===== src/design/tptach_pkg.sv =====
// Package for the tooth period tachometer: sizes, config indexes, queue item and
// back-end state types. No dependencies.
package tptach_pkg;

    localparam int WINDOW      = 16;
    localparam int LOG_WIN     = $clog2(WINDOW);
    localparam int SLOT_W      = (WINDOW > 1) ? LOG_WIN : 1;
    localparam int PERIOD_W    = 32;
    localparam int COUNT_W     = 32;
    localparam int RPM_W       = 32;
    localparam int TEETH_W     = 16;
    localparam int CLK_HZ_W    = 30;
    localparam int SUM_W       = PERIOD_W + LOG_WIN;
    localparam int NUM_W       = 36 + LOG_WIN;
    localparam int DEN_W       = SUM_W + TEETH_W;
    localparam int DIV_CNT_W   = $clog2(NUM_W + 1);
    localparam int RPM_SCALE   = 60 * WINDOW;
    localparam int CFG_IDX_W   = 2;
    localparam int CFG_DATA_W  = CLK_HZ_W;
    localparam int QUEUE_DEPTH = 2;
    localparam int QPTR_W      = 1;
    localparam int QCNT_W      = 2;

    localparam logic [CFG_IDX_W-1:0] CFG_TEETH_PER_REV = 2'd0;
    localparam logic [CFG_IDX_W-1:0] CFG_CLOCK_HZ      = 2'd1;

    localparam logic [TEETH_W-1:0]  TEETH_RESET  = 16'd1;
    localparam logic [CLK_HZ_W-1:0] CLK_HZ_RESET = 30'd600000000;

    typedef struct packed {
        logic [PERIOD_W-1:0] period;
        logic [COUNT_W-1:0]  tooth;
    } item_t;

    typedef struct packed {
        logic  valid;
        item_t item;
    } push_t;

    typedef struct packed {
        logic  empty;
        item_t item;
    } head_t;

    typedef enum logic [2:0] {
        ST_IDLE,
        ST_READ,
        ST_MUL,
        ST_DIV,
        ST_HOLD
    } back_state_t;

endpackage


===== src/design/tptach_front.sv =====
// Front end of the tachometer: input transfer and tooth numbering.
// Depends on tptach_pkg.
module tptach_front (
    input  logic                           clk,
    input  logic                           rst_n,
    input  logic                           in_valid,
    output logic                           in_stall,
    input  logic [tptach_pkg::PERIOD_W-1:0] period_cycles,
    input  logic                           queue_full,
    output tptach_pkg::push_t              push
);
    import tptach_pkg::*;

    logic [COUNT_W-1:0] tooth_reg;
    logic [COUNT_W-1:0] tooth_next;
    logic               take;

    assign in_stall = queue_full;
    assign take     = in_valid && !queue_full;

    always_comb
    begin
        tooth_next = tooth_reg;
        if (take)
        begin
            tooth_next = tooth_reg + COUNT_W'(1);
        end
    end

    always_ff @(posedge clk or negedge rst_n)
    begin
        if (!rst_n)
        begin
            tooth_reg <= '0;
        end
        else
        begin
            tooth_reg <= tooth_next;
        end
    end

    assign push.valid       = take;
    assign push.item.period = period_cycles;
    assign push.item.tooth  = tooth_reg + COUNT_W'(1);

endmodule


===== src/design/tptach_queue.sv =====
// Two-entry queue between the front and back ends.
// Depends on tptach_pkg.
module tptach_queue (
    input  logic              clk,
    input  logic              rst_n,
    input  tptach_pkg::push_t push,
    output logic              full,
    input  logic              pop,
    output tptach_pkg::head_t head
);
    import tptach_pkg::*;

    item_t             mem_reg [QUEUE_DEPTH];
    logic [QPTR_W-1:0] wr_ptr_reg;
    logic [QPTR_W-1:0] wr_ptr_next;
    logic [QPTR_W-1:0] rd_ptr_reg;
    logic [QPTR_W-1:0] rd_ptr_next;
    logic [QCNT_W-1:0] cnt_reg;
    logic [QCNT_W-1:0] cnt_next;
    logic              do_pop;

    assign full       = (cnt_reg == QCNT_W'(QUEUE_DEPTH));
    assign head.empty = (cnt_reg == '0);
    assign head.item  = mem_reg[rd_ptr_reg];
    assign do_pop     = pop && !head.empty;

    always_comb
    begin
        wr_ptr_next = wr_ptr_reg;
        rd_ptr_next = rd_ptr_reg;
        cnt_next    = cnt_reg;
        if (push.valid)
        begin
            wr_ptr_next = wr_ptr_reg + QPTR_W'(1);
        end
        if (do_pop)
        begin
            rd_ptr_next = rd_ptr_reg + QPTR_W'(1);
        end
        if (push.valid && !do_pop)
        begin
            cnt_next = cnt_reg + QCNT_W'(1);
        end
        else if (do_pop && !push.valid)
        begin
            cnt_next = cnt_reg - QCNT_W'(1);
        end
    end

    always_ff @(posedge clk or negedge rst_n)
    begin
        if (!rst_n)
        begin
            wr_ptr_reg <= '0;
            rd_ptr_reg <= '0;
            cnt_reg    <= '0;
        end
        else
        begin
            wr_ptr_reg <= wr_ptr_next;
            rd_ptr_reg <= rd_ptr_next;
            cnt_reg    <= cnt_next;
        end
    end

    always_ff @(posedge clk)
    begin
        if (push.valid)
        begin
            mem_reg[wr_ptr_reg] <= push.item;
        end
    end

endmodule


===== src/design/tptach_back.sv =====
// Back end: period window memory, running sum, denominator multiply,
// bit-serial restoring divider and output register. Depends on tptach_pkg.
module tptach_back (
    input  logic                            clk,
    input  logic                            rst_n,
    input  tptach_pkg::head_t               head,
    output logic                            pop,
    input  logic [tptach_pkg::TEETH_W-1:0]  teeth_per_rev,
    input  logic [tptach_pkg::CLK_HZ_W-1:0] clock_hz,
    output logic                            out_valid,
    input  logic                            out_stall,
    output logic [tptach_pkg::RPM_W-1:0]    rpm,
    output logic [tptach_pkg::COUNT_W-1:0]  tooth_count
);
    import tptach_pkg::*;

    back_state_t state_reg;
    back_state_t state_next;

    logic [PERIOD_W-1:0]  win_mem [WINDOW];
    logic [PERIOD_W-1:0]  rd_reg;
    logic [WINDOW-1:0]    vld_reg;
    logic [WINDOW-1:0]    vld_next;
    logic [SLOT_W-1:0]    slot_reg;
    logic [SLOT_W-1:0]    slot_next;
    logic [SUM_W-1:0]     sum_reg;
    logic [SUM_W-1:0]     sum_next;
    item_t                cur_reg;
    item_t                cur_next;
    logic [DEN_W-1:0]     den_reg;
    logic [DEN_W-1:0]     den_next;
    logic [NUM_W-1:0]     num_reg;
    logic [NUM_W-1:0]     num_next;
    logic [NUM_W-1:0]     quo_reg;
    logic [NUM_W-1:0]     quo_next;
    logic [DEN_W-1:0]     rem_reg;
    logic [DEN_W-1:0]     rem_next;
    logic [DIV_CNT_W-1:0] cnt_reg;
    logic [DIV_CNT_W-1:0] cnt_next;
    logic                 out_valid_reg;
    logic                 out_valid_next;
    logic [RPM_W-1:0]     rpm_reg;
    logic [RPM_W-1:0]     rpm_next;
    logic [COUNT_W-1:0]   tooth_reg;
    logic [COUNT_W-1:0]   tooth_next;

    logic                 mem_rd;
    logic                 win_upd;
    logic                 load_den;
    logic                 div_step;
    logic                 load_out;
    logic                 out_free;
    logic [PERIOD_W-1:0]  old_period;
    logic [DEN_W:0]       partial;
    logic [DEN_W:0]       trial;
    logic [RPM_W-1:0]     rpm_val;

    assign out_free = !out_valid_reg || !out_stall;

    // next state
    always_comb
    begin
        state_next = state_reg;
        case (state_reg)
            ST_IDLE:
            begin
                if (!head.empty)
                begin
                    state_next = ST_READ;
                end
            end
            ST_READ: state_next = ST_MUL;
            ST_MUL:  state_next = ST_DIV;
            ST_DIV:
            begin
                if (cnt_reg == DIV_CNT_W'(1))
                begin
                    state_next = ST_HOLD;
                end
            end
            ST_HOLD:
            begin
                if (out_free)
                begin
                    state_next = ST_IDLE;
                end
            end
            default: state_next = ST_IDLE;
        endcase
    end

    // state outputs
    always_comb
    begin
        mem_rd   = 1'b0;
        win_upd  = 1'b0;
        load_den = 1'b0;
        div_step = 1'b0;
        load_out = 1'b0;
        case (state_reg)
            ST_IDLE: mem_rd   = !head.empty;
            ST_READ: win_upd  = 1'b1;
            ST_MUL:  load_den = 1'b1;
            ST_DIV:  div_step = 1'b1;
            ST_HOLD: load_out = out_free;
            default: ;
        endcase
    end

    assign pop = mem_rd;

    assign old_period = vld_reg[slot_reg] ? rd_reg : '0;
    assign partial    = {rem_reg, num_reg[NUM_W-1]};
    assign trial      = partial - {1'b0, den_reg};

    always_comb
    begin
        if (den_reg == '0)
        begin
            rpm_val = '0;
        end
        else if (quo_reg[NUM_W-1:RPM_W] != '0)
        begin
            rpm_val = '1;
        end
        else
        begin
            rpm_val = quo_reg[RPM_W-1:0];
        end
    end

    // datapath
    always_comb
    begin
        vld_next       = vld_reg;
        slot_next      = slot_reg;
        sum_next       = sum_reg;
        cur_next       = cur_reg;
        den_next       = den_reg;
        num_next       = num_reg;
        quo_next       = quo_reg;
        rem_next       = rem_reg;
        cnt_next       = cnt_reg;
        out_valid_next = out_valid_reg;
        rpm_next       = rpm_reg;
        tooth_next     = tooth_reg;

        if (out_valid_reg && !out_stall)
        begin
            out_valid_next = 1'b0;
        end
        if (mem_rd)
        begin
            cur_next = head.item;
        end
        if (win_upd)
        begin
            vld_next[slot_reg] = 1'b1;
            sum_next = sum_reg - SUM_W'(old_period) + SUM_W'(cur_reg.period);
            if (slot_reg == SLOT_W'(WINDOW - 1))
            begin
                slot_next = '0;
            end
            else
            begin
                slot_next = slot_reg + SLOT_W'(1);
            end
        end
        if (load_den)
        begin
            den_next = DEN_W'(sum_reg) * DEN_W'(teeth_per_rev);
            num_next = NUM_W'(clock_hz) * NUM_W'(RPM_SCALE);
            quo_next = '0;
            rem_next = '0;
            cnt_next = DIV_CNT_W'(NUM_W);
        end
        if (div_step)
        begin
            num_next = {num_reg[NUM_W-2:0], 1'b0};
            cnt_next = cnt_reg - DIV_CNT_W'(1);
            if (!trial[DEN_W])
            begin
                rem_next = trial[DEN_W-1:0];
                quo_next = {quo_reg[NUM_W-2:0], 1'b1};
            end
            else
            begin
                rem_next = partial[DEN_W-1:0];
                quo_next = {quo_reg[NUM_W-2:0], 1'b0};
            end
        end
        if (load_out)
        begin
            out_valid_next = 1'b1;
            rpm_next       = rpm_val;
            tooth_next     = cur_reg.tooth;
        end
    end

    always_ff @(posedge clk or negedge rst_n)
    begin
        if (!rst_n)
        begin
            state_reg     <= ST_IDLE;
            vld_reg       <= '0;
            slot_reg      <= '0;
            sum_reg       <= '0;
            cnt_reg       <= '0;
            out_valid_reg <= 1'b0;
        end
        else
        begin
            state_reg     <= state_next;
            vld_reg       <= vld_next;
            slot_reg      <= slot_next;
            sum_reg       <= sum_next;
            cnt_reg       <= cnt_next;
            out_valid_reg <= out_valid_next;
        end
    end

    always_ff @(posedge clk)
    begin
        cur_reg   <= cur_next;
        den_reg   <= den_next;
        num_reg   <= num_next;
        quo_reg   <= quo_next;
        rem_reg   <= rem_next;
        rpm_reg   <= rpm_next;
        tooth_reg <= tooth_next;
    end

    always_ff @(posedge clk)
    begin
        if (mem_rd)
        begin
            rd_reg <= win_mem[slot_reg];
        end
        if (win_upd)
        begin
            win_mem[slot_reg] <= cur_reg.period;
        end
    end

    assign out_valid   = out_valid_reg;
    assign rpm         = rpm_reg;
    assign tooth_count = tooth_reg;

endmodule


===== src/design/tooth_period_tachometer_unit.sv =====
// Top level of the tooth period tachometer: config registers, front end, queue, back end.
// Depends on tptach_pkg, tptach_front, tptach_queue, tptach_back.
//
// Each accepted period yields one result: rpm = floor(60 * clock_hz * WINDOW /
// (window_sum * teeth_per_rev)), 0 for a zero divisor, saturated at 32 bits, plus the
// wrapping tooth count. The back end handles one period at a time, paced by the
// bit-serial restoring divider that produces one quotient bit per cycle. A two-entry
// queue lets up to two further periods be taken while the divider runs, and the
// result register holds a finished result while the next item is already in work.
// Write config only while idle.
module tooth_period_tachometer_unit (
    input  logic                              clk,
    input  logic                              rst_n,
    input  logic                              in_valid,
    output logic                              in_stall,
    input  logic [tptach_pkg::PERIOD_W-1:0]   period_cycles,
    output logic                              out_valid,
    input  logic                              out_stall,
    output logic [tptach_pkg::RPM_W-1:0]      rpm,
    output logic [tptach_pkg::COUNT_W-1:0]    tooth_count,
    input  logic                              cfg_we,
    input  logic [tptach_pkg::CFG_IDX_W-1:0]  cfg_index,
    input  logic [tptach_pkg::CFG_DATA_W-1:0] cfg_data
);
    import tptach_pkg::*;

    logic [TEETH_W-1:0]  teeth_reg;
    logic [TEETH_W-1:0]  teeth_next;
    logic [CLK_HZ_W-1:0] clock_hz_reg;
    logic [CLK_HZ_W-1:0] clock_hz_next;

    push_t push;
    head_t head;
    logic  queue_full;
    logic  pop;

    always_comb
    begin
        teeth_next    = teeth_reg;
        clock_hz_next = clock_hz_reg;
        if (cfg_we)
        begin
            case (cfg_index)
                CFG_TEETH_PER_REV: teeth_next    = cfg_data[TEETH_W-1:0];
                CFG_CLOCK_HZ:      clock_hz_next = cfg_data[CLK_HZ_W-1:0];
                default: ;
            endcase
        end
    end

    always_ff @(posedge clk or negedge rst_n)
    begin
        if (!rst_n)
        begin
            teeth_reg    <= TEETH_RESET;
            clock_hz_reg <= CLK_HZ_RESET;
        end
        else
        begin
            teeth_reg    <= teeth_next;
            clock_hz_reg <= clock_hz_next;
        end
    end

    tptach_front u_front (
        .clk           (clk),
        .rst_n         (rst_n),
        .in_valid      (in_valid),
        .in_stall      (in_stall),
        .period_cycles (period_cycles),
        .queue_full    (queue_full),
        .push          (push)
    );

    tptach_queue u_queue (
        .clk   (clk),
        .rst_n (rst_n),
        .push  (push),
        .full  (queue_full),
        .pop   (pop),
        .head  (head)
    );

    tptach_back u_back (
        .clk           (clk),
        .rst_n         (rst_n),
        .head          (head),
        .pop           (pop),
        .teeth_per_rev (teeth_reg),
        .clock_hz      (clock_hz_reg),
        .out_valid     (out_valid),
        .out_stall     (out_stall),
        .rpm           (rpm),
        .tooth_count   (tooth_count)
    );

endmodule


===== config.mk =====
export PLATFORM = sky130hd
export DESIGN_NAME = tooth_period_tachometer_unit
export DESIGN_NICKNAME = d
export VERILOG_FILES = /design/src/design/tptach_pkg.sv /design/src/design/tptach_front.sv /design/src/design/tptach_queue.sv /design/src/design/tptach_back.sv /design/src/design/tooth_period_tachometer_unit.sv
export SDC_FILE = /design/constraint.sdc
export NUM_CORES = 2
export LEC_CHECK = 0
export ABC_CLOCK_PERIOD_IN_PS = 15500
export BUFFER_PORTS_ARGS = -buffer_cell sky130_fd_sc_hd__buf_2
export CAP_MARGIN = 20
export CELL_PAD_IN_SITES_DETAIL_PLACEMENT = 1
export CELL_PAD_IN_SITES_GLOBAL_PLACEMENT = 1
export CORE_ASPECT_RATIO = 0.7
export CORE_UTILIZATION = 45
export DETAILED_ROUTE_END_ITERATION = 16
export MAX_ROUTING_LAYER = met4
export PLACE_DENSITY_LB_ADDON = 0.25
export SYNTH_ARGS = -nofsm -noshare
export SYNTH_HDL_FRONTEND = slang
export SYNTH_SLANG_ARGS = --single-unit

===== constraint.sdc =====
create_clock -name clk -period 15.5 [get_ports clk]
set_clock_uncertainty 0.15 [all_clocks]
set_input_delay 0 -clock clk [delete_from_list [all_inputs] [get_ports clk]]
set_output_delay 0 -clock clk [all_outputs]
set_load 0.01 [all_outputs]

==> summary.md <==
| Metric | Value |
|---|---|
| Number of flops mapped to enable cells by yosys | `978` |
| Vias/cell | `5.56` |
| TritonCTS buffer count | `108` |
| Row count | `120` |
| Clk sinks | `around 1,100` |
| Reg2reg end | `u_back.den_reg[50]` |
| Hold Path Sink | `clock_hz_reg[7]` |
| Max Cap Viol | `0` |
| Mapped Cells | `roughly 5,500` |
| Hpwl dp | `127 mm` |
| GRT overflow | `0` |
| # IOs | `135` |
| Largest net degree at the start of global routing | `110` |
| Die Ht | `330 um` |
| Die width | `between 400 and 500 um` |
| RSZ-0062 raised after global routing | `no` |
| Setup TNS Final | `0 ns` |
| Post-synth top flop | `edfxtp_1` |
| Critical Path Slowest Stage Cell | `dfrtp_1` |
| WP data arrival | `7.95 ns` |
| Register area share after synthesis | `47.7%` |
| Setup Crit Path Kind | `flip-flop to flip-flop` |
| Post_cts resized | `0` |
| DR WL/cell | `23.8 um` |
| Final period utilization | `roughly 49%` |
| Synth area leaders | `edfxtp_1 (42%), fa_1 (16%), mux4_2 (5.4%), dfrtp_1 (4.9%), ha_1 (4.6%)` |
| Global-route wire length before repair | `289 mm` |
| Clock root cell | `clkbuf_16` |
| #FFs+latches synth | `1,126` |
| Net Count, Synth | `between 6,000 and 7,000` |
| Number of DRC markers in iteration 0 | `3,413` |
| Clk pin slew, worst setup/hold paths | `0.08 ns` |
| Synth top area share | `42.4%` |
| Critical Path Start Type | `flip-flop` |
| Latest clock arrival within the worst-skew pair | `approximately 0.79 ns` |
| Vias in the first global route | `about 46,000` |
| Antenna viol nets, final | `0` |
| CTS Hold Bufs | `143` |
| Core area | `between 150,000 and 200,000 um2` |
| Starting Density | `45.3%` |
| CTS tree | `done` |
| Min-Delay Path Class | `primary input to flip-flop` |
| Critical path capture point type | `flip-flop` |
| CP Cell Sequence | `nand2_1 -> fa_1 -> fa_1 -> fa_1 -> inv_1 -> fa_1 -> fa_1 -> inv_1 -> fa_1 -> inv_1 -> ha_1 -> and3_1 -> nand4_1 -> o211ai_2 -> a21oi_1 -> o31ai_1 -> a221oi_1 -> o31a_1 -> o41a_1 -> xnor2_1` |
| H-tree Lvls | `3` |
| Yosys warning count | `0` |
| Share of layout cells above drive strength 1 | `between 10% and 20%` |
| Final worst path period need | `7.61 ns` |
| Nets | `~6,600` |
| DRC Markers | `0` |
| Layout area overhead | `11.6%` |
| Critical Path Max Stage Delay | `0.99 ns` |
| Synth unique cells | `86` |
| Final setup fails | `0` |
| Crit Path Max Fanout | `18` |
| Reg-to-reg slack, setup | `about 8 ns` |
| Status | `finished, final reports clean` |
| Die Footprint | `156,000 um2` |
| Reg2reg start | `u_back.sum_reg[11]` |
| First-pass iteration count of the detailed router | `5` |
| Gpl congestion | `0.893` |
| Via count | `43,400` |
| Post-Syn Area | `between 60,000 and 70,000 um2` |
| # Post-CTS Setup Buffers | `0` |
| Max Transition Viols Final | `0` |
| CTS Buffer Depth | `3` |
| Worst slew margin | `29.2%` |
| Reg2reg path depth | `20` |
| Final WL | `186 mm` |
| Final Hold Viols | `0` |
| Crit path max-delay family | `adder cells` |
| Syn_area_per_cell | `12.6 um2` |
| Crit path buffers/inverters | `3` |
| Worst Tran Pin Value | `1.06 ns` |
| Hold Path Stages | `3` |
| CP Data Required Time | `15.84 ns` |
| Post-synth ARST share | `13.1%` |
| Port Buffers | `134` |
| Initial antenna violation count | `1` |
| Worst hold path startpoint | `cfg_data[7]` |
| Max reg flops | `approximately 510` |
| Gr usage total | `about a quarter` |
| Fmax | `131 MHz` |
| Area leader, netlist | `edfxtp_1` |
| Critical Path Most Common Cell | `fa_1` |
-- Yosys cell counts, drive strengths merged, types with 36 or more instances --
cell and number:
a21o 84, a21oi 227, and2 276, and3 76
buf 38, clkbuf 232, dfrtp 137, edfxtp 978
fa 564, ha 257, inv 712, mux2 110
mux4 165, nand2 647, nand3 56, nand4 36
nor2 140, o21a 53, o21ai 139, xnor2 118
xor2 99
-- worst register-to-register path, delay by kind of cell (launching register included) --
kind | cells | cell delay, ns
adder cells (fa/ha/maj) | 7 | 3.52
buffers and inverters | 3 | 0.16
XOR/XNOR | 1 | 0.13
flip-flops | 1 | 0.99
AND/OR/NAND/NOR | 3 | 0.53
AO/OA/AOI/OAI | 6 | 1.88
-- layer usage --
metal  share of wire, %  global-route usage (%)  vias to the layer above
met3                5.2                    3.10                      173
met4                1.2                    3.92                        0
li1                   -                       -                    19200
met5                  0                       -                        -
met2                 46                    38.3                     1075
met1                 47                    36.7                    22900
-- layout by cell type (no fill, tap or decap), types with 130 or more instances in the layout --
master	n
dfrtp_1	130
nand2_1	645
nor2_1	134
ha_1	257
buf_2	133
mux4_2	165
and2_1	275
a21oi_1	225
inv_1	708
edfxtp_1	978
dlygate4sd3_1	142
fa_1	564
-- cell type report --
cell class | count | area (um2)
diodes | 1 | 2.50
clock buffers | 141 | 2870
clock inverters | 63 | 851
fillers | 15600 | 75600
inverters | 713 | 2680
multi-input cells | 3398 | 32600
flip-flops and latches | 1126 | 33100
well taps | 2013 | 2520
repair buffers | 346 | 2700
-- per-stage QoR --
step | hold WS (ns) | instance area [um2] | std cells | util, % | setup slack [ns]
finish | 0.0640 | 77400 | 7801 | 50.6 | 7.89
global route | 0.0431 | 77300 | 7800 | 50.6 | 7.46
CTS | 0.0105 | 77300 | 7797 | 50.5 | 7.94
detailed placement | 0.00577 | 72100 | 7450 | 47.1 | 7.97
global placement | 0.00804 | 72100 | 7449 | 47.1 | 8.14
floorplan | -0.446 | 69300 | 5507 | - | 8.76
-- cells by family after synthesis --
group / Yosys count / share of synthesized area (%)
compound gates: 677 / 6.22
xor+xnor: 217 / 2.74
fa+ha+maj: 821 / 20.9
buf+inv: 983 / 5.38
flops: 1126 / 47.7
mux: 283 / 7.26
simple gates: 1400 / 9.75
-- worst max path at each step --
stage / slack [ns] / cells after the start / end / from
after floorplan: 8.76 / 23 / u_back.den_reg[48] / teeth_reg[7]
after global placement: 8.14 / 18 / u_back.den_reg[50] / u_back.sum_reg[10]
after detailed placement: 7.97 / 20 / u_back.den_reg[50] / u_back.sum_reg[11]
after CTS: 7.94 / 20 / u_back.den_reg[50] / u_back.sum_reg[11]
after global routing: 7.46 / 21 / u_back.den_reg[47] / u_back.sum_reg[14]
final: 7.89 / 20 / u_back.den_reg[50] / u_back.sum_reg[11]
Power is not shown: default switching activity piles up to over one toggle a cycle in this logic, so the estimate is an artifact.
